<file path="config.mk">
export PLATFORM = sky130hd
export DESIGN_NAME = touch_report_decoder_unit
export DESIGN_NICKNAME = d
export VERILOG_FILES = /design/src/rtl/trd_pkg.sv /design/src/rtl/touch_report_decoder_unit.sv /design/src/rtl/trd_scale.sv
export SDC_FILE = /design/constraint.sdc
export NUM_CORES = 2
export LEC_CHECK = 0
export CAP_MARGIN = 20
export CORE_UTILIZATION = 60
export CTS_CLUSTER_SIZE = 30
export DETAILED_ROUTE_END_ITERATION = 10
export DONT_BUFFER_PORTS = 1
export HOLD_SLACK_MARGIN = 0.05
export PLACE_DENSITY = 0.72
export SLEW_MARGIN = 10
export SYNTH_ARGS = -nofsm -noshare
export SYNTH_HDL_FRONTEND = slang
export SYNTH_SLANG_ARGS = --single-unit
</file>
<file path="constraint.sdc">
create_clock -name clk -period 13.3 [get_ports clk]
set_input_delay 1.33 -clock clk [delete_from_list [all_inputs] [get_ports clk]]
set_output_delay 1.33 -clock clk [all_outputs]
set_load 0.01 [all_outputs]
</file>
<file path="src/rtl/trd_pkg.sv">
package trd_pkg;

    // Field widths
    localparam int BYTE_W   = 8;
    localparam int COORD_W  = 12;
    localparam int STATUS_W = 3;
    localparam int POS_W    = 5;
    localparam int SUM_W    = 11;
    localparam int RAW_W    = 16;
    localparam int WORD_W   = 16;
    localparam int COUNT_W  = 4;
    localparam int CFG_IDX_W = 1;

    // Scaling datapath widths
    localparam int PROD_W      = RAW_W + COORD_W;
    localparam int RECIP_W     = 29;
    localparam int RECIP_SHIFT = 39;
    localparam int QUOT_W      = 18;

    // Reciprocals: ceil(2^39 / span), exact for products below 2^28
    localparam logic [RECIP_W-1:0] RECIP_X = 29'd518637561;  // span 1060
    localparam logic [RECIP_W-1:0] RECIP_Y = 29'd229064923;  // span 2400

    // Configuration register indexes
    localparam logic [CFG_IDX_W-1:0] CFG_SCREEN_WIDTH  = 1'd0;
    localparam logic [CFG_IDX_W-1:0] CFG_SCREEN_HEIGHT = 1'd1;

    localparam logic [COORD_W-1:0] SCREEN_WIDTH_RST  = 12'd568;
    localparam logic [COORD_W-1:0] SCREEN_HEIGHT_RST = 12'd1232;

    // Report layout
    localparam logic [POS_W-1:0] REPORT_BYTES = 5'd18;
    localparam logic [POS_W-1:0] POS_B0       = 5'd0;
    localparam logic [POS_W-1:0] POS_B2       = 5'd2;
    localparam logic [POS_W-1:0] POS_HDR_LAST = 5'd5;
    localparam logic [POS_W-1:0] POS_HDR_LO   = 5'd6;
    localparam logic [POS_W-1:0] POS_HDR_HI   = 5'd7;
    localparam logic [POS_W-1:0] POS_PT_FIRST = 5'd8;
    localparam logic [POS_W-1:0] POS_X_LO     = 5'd10;
    localparam logic [POS_W-1:0] POS_X_HI     = 5'd11;
    localparam logic [POS_W-1:0] POS_Y_LO     = 5'd12;
    localparam logic [POS_W-1:0] POS_Y_HI     = 5'd13;
    localparam logic [POS_W-1:0] POS_PT_LAST  = 5'd15;
    localparam logic [POS_W-1:0] POS_PT_LO    = 5'd16;
    localparam logic [POS_W-1:0] POS_LAST     = 5'd17;

    localparam int                 PRESS_BIT = 7;
    localparam logic [COUNT_W-1:0] COUNT_ONE = 4'd1;
    localparam logic [COUNT_W-1:0] COUNT_MAX = 4'd10;

    typedef enum logic [STATUS_W-1:0] {
        ST_OK       = 3'd0,
        ST_EMPTY    = 3'd1,
        ST_HDR_SUM  = 3'd2,
        ST_COUNT    = 3'd3,
        ST_PT_SUM   = 3'd4
    } status_t;

    typedef struct packed {
        status_t            status;
        logic               pressed;
        logic [COORD_W-1:0] pos_x;
        logic [COORD_W-1:0] pos_y;
    } result_t;

endpackage

</file>
<file path="src/rtl/touch_report_decoder_unit.sv">
// Touch report decoder. Takes one report byte per accepted word on the input
// channel, with first_of_report marking byte 0, and after byte 17 of a report
// returns one result word: status, pressed and the held screen position.
// Bytes are taken one per cycle while in_ready is high; after byte 17 is
// accepted a result passes the two-stage scaling multiplier (raw *
// resolution runs alongside the status check, then the reciprocal of the
// span) into the output buffer, which holds two result words; the input
// stalls once two results are waiting or in flight. Bytes past the end of
// a report without a new first_of_report give no result. screen_width and
// screen_height are written through cfg_write / cfg_index / cfg_data, by the
// user only while no result is in flight; the block does not enforce this.
module touch_report_decoder_unit (
    input  logic                             clk,
    input  logic                             rst_n,
    input  logic                             cfg_write,
    input  logic [trd_pkg::CFG_IDX_W-1:0]    cfg_index,
    input  logic [trd_pkg::COORD_W-1:0]      cfg_data,
    input  logic                             in_valid,
    output logic                             in_ready,
    input  logic [trd_pkg::BYTE_W-1:0]       report_byte,
    input  logic                             first_of_report,
    output logic                             out_valid,
    input  logic                             out_ready,
    output logic [trd_pkg::STATUS_W-1:0]     status,
    output logic                             pressed,
    output logic [trd_pkg::COORD_W-1:0]      pos_x,
    output logic [trd_pkg::COORD_W-1:0]      pos_y
);
    import trd_pkg::*;

    // configuration
    logic [COORD_W-1:0] width_reg;
    logic [COORD_W-1:0] height_reg;

    // report tracking
    logic [POS_W-1:0]   pos_reg, pos_eff;
    logic [SUM_W-1:0]   hsum_reg, hsum_next, hsum_base;
    logic [SUM_W-1:0]   psum_reg, psum_next, psum_base;
    logic [BYTE_W-1:0]  b0_reg, b6_reg, b7_reg, b10_reg, b11_reg;
    logic [BYTE_W-1:0]  b12_reg, b13_reg, b16_reg;
    logic [COUNT_W-1:0] count_reg;

    logic               accept, take, is_final;
    logic               down;
    status_t            status_calc;

    // result pipeline
    logic               s1_v_reg, s2_v_reg;
    status_t            s1_status_reg, s2_status_reg;
    logic               s1_upd_reg, s2_upd_reg;
    logic [COORD_W-1:0] scaled_x, scaled_y;
    logic [COORD_W-1:0] held_x_reg, held_y_reg, held_x_next, held_y_next;

    // output buffer
    result_t            buf_reg [2];
    logic               wr_ptr_reg, rd_ptr_reg;
    logic [1:0]         cnt_reg;
    logic               push, pop;
    logic [2:0]         occupancy;
    result_t            push_word, head;

    // input side
    assign accept    = in_valid && in_ready;
    assign pos_eff   = first_of_report ? '0 : pos_reg;
    assign take      = accept && (pos_eff < REPORT_BYTES);
    assign is_final  = take && (pos_eff == POS_LAST);
    assign hsum_base = first_of_report ? '0 : hsum_reg;
    assign psum_base = first_of_report ? '0 : psum_reg;

    // running sums over the header and point ranges
    always_comb
    begin
        hsum_next = hsum_base;
        psum_next = psum_base;
        if (pos_eff <= POS_HDR_LAST)
            hsum_next = hsum_base + {{(SUM_W-BYTE_W){1'b0}}, report_byte};
        else if (pos_eff >= POS_PT_FIRST && pos_eff <= POS_PT_LAST)
            psum_next = psum_base + {{(SUM_W-BYTE_W){1'b0}}, report_byte};
    end

    // status checks, evaluated as the last byte arrives
    assign down = b0_reg[PRESS_BIT] && (count_reg != '0);

    always_comb
    begin
        if (b0_reg == '0)
            status_calc = ST_EMPTY;
        else if ({{(WORD_W-SUM_W){1'b0}}, hsum_reg} != {b7_reg, b6_reg})
            status_calc = ST_HDR_SUM;
        else if (count_reg > COUNT_MAX)
            status_calc = ST_COUNT;
        else if (down && count_reg == COUNT_ONE &&
                 {{(WORD_W-SUM_W){1'b0}}, psum_reg} != {report_byte, b16_reg})
            status_calc = ST_PT_SUM;
        else
            status_calc = ST_OK;
    end

    // stored report bytes
    always_ff @(posedge clk)
    begin
        if (take)
        begin
            case (pos_eff)
                POS_B0:    b0_reg    <= report_byte;
                POS_B2:    count_reg <= report_byte[COUNT_W-1:0];
                POS_HDR_LO: b6_reg   <= report_byte;
                POS_HDR_HI: b7_reg   <= report_byte;
                POS_X_LO:  b10_reg   <= report_byte;
                POS_X_HI:  b11_reg   <= report_byte;
                POS_Y_LO:  b12_reg   <= report_byte;
                POS_Y_HI:  b13_reg   <= report_byte;
                POS_PT_LO: b16_reg   <= report_byte;
                default:   ;
            endcase
        end
    end

    // scaling units
    trd_scale u_scale_x (
        .clk    (clk),
        .raw    ({b11_reg, b10_reg}),
        .res    (width_reg),
        .recip  (RECIP_X),
        .scaled (scaled_x)
    );

    trd_scale u_scale_y (
        .clk    (clk),
        .raw    ({b13_reg, b12_reg}),
        .res    (height_reg),
        .recip  (RECIP_Y),
        .scaled (scaled_y)
    );

    // held position and result word
    assign held_x_next = s2_upd_reg ? scaled_x : held_x_reg;
    assign held_y_next = s2_upd_reg ? scaled_y : held_y_reg;

    always_comb
    begin
        push_word.status  = s2_status_reg;
        push_word.pressed = s2_upd_reg;
        push_word.pos_x   = held_x_next;
        push_word.pos_y   = held_y_next;
    end

    // output buffer control
    assign push      = s2_v_reg;
    assign pop       = out_valid && out_ready;
    assign occupancy = {2'b0, s1_v_reg} + {2'b0, s2_v_reg} + {1'b0, cnt_reg};
    assign in_ready  = occupancy < 3'd2;
    assign out_valid = cnt_reg != '0;
    assign head      = buf_reg[rd_ptr_reg];
    assign status    = head.status;
    assign pressed   = head.pressed;
    assign pos_x     = head.pos_x;
    assign pos_y     = head.pos_y;

    always_ff @(posedge clk)
    begin
        if (push)
            buf_reg[wr_ptr_reg] <= push_word;
    end

    // control state
    always_ff @(posedge clk or negedge rst_n)
    begin
        if (!rst_n)
        begin
            width_reg     <= SCREEN_WIDTH_RST;
            height_reg    <= SCREEN_HEIGHT_RST;
            pos_reg       <= '0;
            hsum_reg      <= '0;
            psum_reg      <= '0;
            s1_v_reg      <= 1'b0;
            s2_v_reg      <= 1'b0;
            s1_status_reg <= ST_OK;
            s2_status_reg <= ST_OK;
            s1_upd_reg    <= 1'b0;
            s2_upd_reg    <= 1'b0;
            held_x_reg    <= '0;
            held_y_reg    <= '0;
            wr_ptr_reg    <= 1'b0;
            rd_ptr_reg    <= 1'b0;
            cnt_reg       <= '0;
        end
        else
        begin
            // configuration writes
            if (cfg_write)
            begin
                case (cfg_index)
                    CFG_SCREEN_WIDTH:  width_reg  <= cfg_data;
                    CFG_SCREEN_HEIGHT: height_reg <= cfg_data;
                    default:           ;
                endcase
            end

            // position and sums; a flag past the end still restarts
            if (take)
            begin
                pos_reg  <= pos_eff + 5'd1;
                hsum_reg <= hsum_next;
                psum_reg <= psum_next;
            end
            else if (accept)
            begin
                pos_reg  <= pos_eff;
                hsum_reg <= hsum_base;
                psum_reg <= psum_base;
            end

            // result pipeline
            s1_v_reg      <= is_final;
            s1_status_reg <= status_calc;
            s1_upd_reg    <= (status_calc == ST_OK) && down;
            s2_v_reg      <= s1_v_reg;
            s2_status_reg <= s1_status_reg;
            s2_upd_reg    <= s1_v_reg && s1_upd_reg;

            if (push)
            begin
                held_x_reg <= held_x_next;
                held_y_reg <= held_y_next;
                wr_ptr_reg <= ~wr_ptr_reg;
            end
            if (pop)
                rd_ptr_reg <= ~rd_ptr_reg;
            cnt_reg <= cnt_reg + {1'b0, push} - {1'b0, pop};
        end
    end

endmodule

</file>
<file path="src/rtl/trd_scale.sv">
module trd_scale (
    input  logic                          clk,
    input  logic [trd_pkg::RAW_W-1:0]     raw,
    input  logic [trd_pkg::COORD_W-1:0]   res,
    input  logic [trd_pkg::RECIP_W-1:0]   recip,
    output logic [trd_pkg::COORD_W-1:0]   scaled
);
    import trd_pkg::*;

    logic [PROD_W-1:0]           prod_reg;
    logic [COORD_W-1:0]          res_a_reg;
    logic [QUOT_W-1:0]           quot_reg;
    logic [COORD_W-1:0]          res_b_reg;
    logic [PROD_W+RECIP_W-1:0]   full_prod;

    // raw * res, then divide by the span through the reciprocal
    assign full_prod = prod_reg * recip;

    always_ff @(posedge clk)
    begin
        prod_reg  <= raw * res;
        res_a_reg <= res;
        quot_reg  <= full_prod[RECIP_SHIFT +: QUOT_W];
        res_b_reg <= res_a_reg;
    end

    // clamp to res-1; zero resolution scales to 0
    always_comb
    begin
        if (res_b_reg == '0)
            scaled = '0;
        else if (quot_reg < {{(QUOT_W-COORD_W){1'b0}}, res_b_reg})
            scaled = quot_reg[COORD_W-1:0];
        else
            scaled = res_b_reg - 12'd1;
    end

endmodule

</file>
# Yosys cells after proc, flatten, opt, wreduce, memory -nomap -nowiden
# Memory sizes are Yosys's and may differ from the RTL's.
# Cells that the tools add are included.
# Widths: inputs -> output; s select.
[totals] register_bits=297 latchBits=0 ramBits=56 rom_bits=0 input_bits=27 out_inout_bits=30 elab_cells=123 memories=1
[mem_list] memory="buf_reg" depth=2 width=28 read_ports=1 rd_ports_with_merged_regs=0 wr=1 line_no="touch_report_decoder_unit.sv:55" rtl="result_t buf_reg [2];"
[classes] add_sub_neg=9 mul=4 n_div=0 order_cmp=8 eq_ne=12 shift=0 mux=24 bitwise_logic=3 reduce_logical=29
[op_table] operator="$mux 11" n=9
[op_table] operator="$mux 12" n=6
[op_table] operator="$mul 28x29->57 const B" n=1
[op_table] operator="$mul 16x12->28" n=2
[op_table] operator="$mul 28x28->56 const B" n=1
[op_table] operator="$lt 18x12->1" n=2
[op_table] operator="$ne 11x16->1" n=2
[op_table] operator="$logic_not 12->1" n=2
[op_table] operator="$sub 12x1->12 const B" n=2
[op_table] operator="$add 11x8->11" n=2
[op_table] operator="$reduce_and 2->1" n=11
[op_table] operator="$eq 5x4->1 const B" n=4
[op_table] operator="$mux 5" n=3
[op_table] operator="$mux 3" n=4
[op_table] operator="$eq 5x3->1 const B" n=2
[op_table] operator="$eq 5x5->1 const B" n=2
[op_table] operator="$logic_and 1x1->1" n=10
[op_table] operator="$logic_not 8->1" n=1
[op_table] operator="$add 5x1->5 const B" n=1
[op_table] operator="$eq 5x2->1 const B" n=1
[op_table] operator="$ge 5x4->1 const B" n=1
[op_table] operator="$le 5x3->1 const B" n=1
[op_table] operator="$le 5x4->1 const B" n=1
[op_table] operator="$logic_not 5->1" n=1
[op_table] operator="other kinds (13)" n=17

# Longest topological paths before layout
[depth] ltp_word=10 ltp_mapped=25 mapped_depth_nobuf=25

# Cells and area by module
# A second synthesis with hierarchy kept.
[unflattened] cells_unflattened=8094 hier_area_um2=75937.8
[by_module_without_submodules] mod="trd_scale at u_scale_x" n_inst=1 cells_per_inst=3754 area_each_um2=33606.0 seq_area_each_um2=1401.3
[by_module_without_submodules] mod="trd_scale at u_scale_y" n_inst=1 cells_per_inst=3693 area_each_um2=33265.7 seq_area_each_um2=1401.3
[by_module_without_submodules] mod="touch_report_decoder_unit" n_inst=1 cells_per_inst=647 area_each_um2=9066.2 seq_area_each_um2=5960.7

# Worst setup path before layout
# No wires, ideal clock.
[synth_timing] path_kind="flip-flop to flip-flop" from="reg u_scale_x.prod_reg[7]" to="reg u_scale_x.quot_reg[16]" setup_time_ps=122 arrival_time_ps=6177 t_required_ps=13178 slack_ps=7001 path_stages_with_launch=22 n_path_buf=0 synth_period_minus_slack_ps=6299 path_cell_list="dfxtp_1 fa_1 inv_1 fa_1 inv_1 fa_1 fa_1 fa_1 fa_1 inv_1 fa_1 inv_1 ha_1 a21o_1 a21o_1 a21o_1 a211o_1 a31o_2 o21ai_0 a21boi_0 o21ai_0 a21oi_1"
[synth_via] elab_chain_cells=1
[synth_rtl] element="from (decl)" line_no="trd_scale.sv:10" rtl="logic [PROD_W-1:0] prod_reg;"
[synth_rtl] element="from (signal assigned)" line_no="trd_scale.sv:21" rtl="prod_reg <= raw * res;"
[synth_rtl] element="$mul 28x29->57" line_no="trd_scale.sv:17" rtl="assign full_prod = prod_reg * recip;"
[synth_rtl] element="net u_scale_x.full_prod[55]" line_no="trd_scale.sv:14" rtl="logic [PROD_W+RECIP_W-1:0] full_prod;"
[synth_rtl] element="to (signal assigned)" line_no="trd_scale.sv:23" rtl="quot_reg <= full_prod[RECIP_SHIFT +: QUOT_W];"
[synth_rtl] element="to (decl)" line_no="trd_scale.sv:12" rtl="logic [QUOT_W-1:0] quot_reg;"
# The timed path passes the listed nets, and every way through them passes these cells.
# A chain may end at the register's enable or synchronous reset.

# Worst setup path in the final report
[layout_timing] from="reg u_scale_x.prod_reg[4]" to="reg u_scale_x.quot_reg[14]"
# Same word-level chain as after synthesis.

==> results.json <==
{
  "track_usage_pct": 28.37,
  "gr-total-overflow": 0,
  "cts_buffer_depth": 3,
  "hold_violations": 0,
  "rows": 107,
  "largest_register_ffs": 56,
  "dpl.hpwl_um": 101000,
  "fin_setup_tns_ps": 0,
  "drt_iter0_drc": 1915,
  "cp-end-kind": "flop",
  "crit_chain": "fa_1 > inv_1 > fa_1 > fa_1 > fa_1 > inv_1 > fa_1 > fa_1 > inv_1 > fa_1 > inv_1 > ha_1 > a21o_1 > a21oi_1 > o21ai_0 > a211oi_1 > a21oi_1 > o41ai_1 > nor2b_1 > o311ai_0",
  "hp-class": "flop to flop",
  "seqCellArea_um2": 8743,
  "dr_wl_met3_um": 5877,
  "antenna_found_initial": 0,
  "rsz0062_at_grt": "no",
  "die_y_um": 297.3,
  "worst_slack_ps": 5670,
  "ys_seq_area_share_pct": 16.71,
  "cts_made_buffers": 38,
  "antenna_left": 0,
  "clk_latency_ps": 580,
  "avgSynthCellArea_um2": 10.16,
  "final_max_slew_viol_count": 0,
  "area_growth_syn_to_layout_pct": 4.856,
  "drive_gt1_share_pct": 3.250,
  "maxSlewHeadroom_pct": 33.28,
  "wl_met1_um": 51430,
  "syn_area_um2": 52330,
  "finClkSkew_ps": 41.42,
  "ys_types": 75,
  "numClockSinks": 352,
  "max_freq_mhz": 131.1,
  "dieWidth_um": 297.3,
  "cts_tree": "done",
  "port_buffers": 0,
  "cpPeakStageDelay_ps": 880,
  "final_cell_mix": "inv_1 (1461), fa_1 (951), ha_1 (764), nand2_1 (375), and2_1 (151)",
  "fin_nets": 6851,
  "first_pass_iters": 5,
  "num_vias": 33950,
  "synthesis.nets": 6891,
  "cts.htree.levels": 2,
  "place_ws_ps": 5669,
  "multi_input_area_um2": 37720,
  "hold_buffers": 0,
  "cap_violations": 0,
  "mostFrequentLayoutCell": "inv_1",
  "clkTransAtPathRegs_ps": 60,
  "fp.dieArea_um2": 88400,
  "synth_edf_count": 124,
  "cts-root-buf": "clkbuf_16",
  "routed-wl-met2_um": 57950,
  "synth-async-reset-ratio_pct": 25.28,
  "wl_per_cell_um": 18.98,
  "via_per_inst": 5.405,
  "topRoutingLayerUsed": "met4",
  "post_cts_buffers": 0,
  "fin_crit_ps": 7630,
  "coreArea_um2": 85820,
  "period_share_pct": 57.37,
  "syn_inst": 5149,
  "fillCellCount": 6861,
  "status": "finished, final reports clean",
  "grt_pass1_wl_um": 198000,
  "yosys_warnings": 0,
  "tightestPinTransition_ps": 998.4,
  "cpMaxStageDelayCell": "fa_1",
  "required_ps": 13740,
  "dpl_cell_area_um2": 53540,
  "crit_fanout": 8,
  "setup_viol": 0,
  "arrival_ps": 8070,
  "final_area_um2": 54870,
  "cts-resized-gates": 0,
  "drt_wl_total_um": 119200,
  "critPathMostFrequentCell": "fa_1",
  "crit_type": "flop to flop",
  "synth_top_flop_cell": "dfxtp_1",
  "start_util_pct": 60.98,
  "grt_pass1_vias": 37150,
  "drc_errors": 0,
  "grt_max_degree": 90,
  "place_congestion": 1.008,
  "cp-start-kind": "flop",
  "synth_seq_cells": 352,
  "insertedDiodeCount": 0,
  "ios": 57
}
==> routing by layer <==
metal | global-route usage (%) | up-vias
li1 | - | 15700
met1 | 38.18 | 17210
met2 | 48.49 | 840
met3 | 2.973 | 205
met4 | 8.677 | 0
met5 | 0 | -
==> per-stage QoR <==
step                      std cells  util (%)  hold slack [ps]
after floorplan                5149         -            309.6
after global placement         6213     62.39            309.6
after detailed placement       6213     62.39            312.1
after CTS                      6282     63.94            323.8
after global routing           6282     63.94            326.9
final                          6282     63.94            321.7
==> final cells by class <==
cell class	count	area share, %
clock buffers	54	1.970
clock inverters	15	0.4561
inverters	1461	9.995
multi-input cells	3235	68.75
flip-flops and latches	352	15.94
well taps	1144	2.609
repair buffers	21	0.2873
==> logic make-up after synthesis <==
kind of cell,count (synthesis),share of synthesized area [%]
xor+xnor,142,2.377
simple gates,863,7.939
mux,60,1.279
buf+inv,1562,11.21
fa+ha+maj,1715,54.65
flops,352,16.71
compound gates,455,5.834
==> critical path, delay by kind of cell (launching register included) <==
kind                       cells  cell delay [ps]
DFF                            1              430
buffers and inverters          4              420
and+or+nand+nor                1              250
adders and majority gates      8             4220
AOI/OAI and AO/OA              7             2180
==> Yosys cell counts, types with 47 or more instances <==
cell | number | area, um2
a21o_1 | 81 | 608.1
a21oi_1 | 110 | 550.5
and2_1 | 151 | 944.7
clkbuf_1 | 98 | 367.9
dfrtp_1 | 81 | 2027
dfxtp_1 | 139 | 2783
edfxtp_1 | 124 | 3724
fa_1 | 951 | 19040
ha_1 | 764 | 9559
inv_1 | 1461 | 5484
mux2_2 | 55 | 619.3
nand2_1 | 375 | 1408
nor2_1 | 100 | 375.4
nor3_1 | 47 | 235.2
o21ai_0 | 102 | 510.5
xnor2_1 | 106 | 928.4
==> worst paths after layout <==
path	from	end	slack, ps	cells after the start
setup / recovery	u_scale_x.prod_reg[4]	u_scale_x.quot_reg[14]	5670	20
hold / removal	u_scale_y.res_a_reg[1]	u_scale_y.res_b_reg[1]	320	0
setup reg to reg	u_scale_x.prod_reg[4]	u_scale_x.quot_reg[14]	5670	20
hold reg to reg	u_scale_y.res_a_reg[1]	u_scale_y.res_b_reg[1]	320	0
max in group asynchronous	rst_n	height_reg[6]	12600	0
min in group asynchronous	rst_n	held_y_reg[7]	450	0
Power is not shown: default switching activity piles up to over one toggle a cycle in this logic, so the estimate is an artifact.
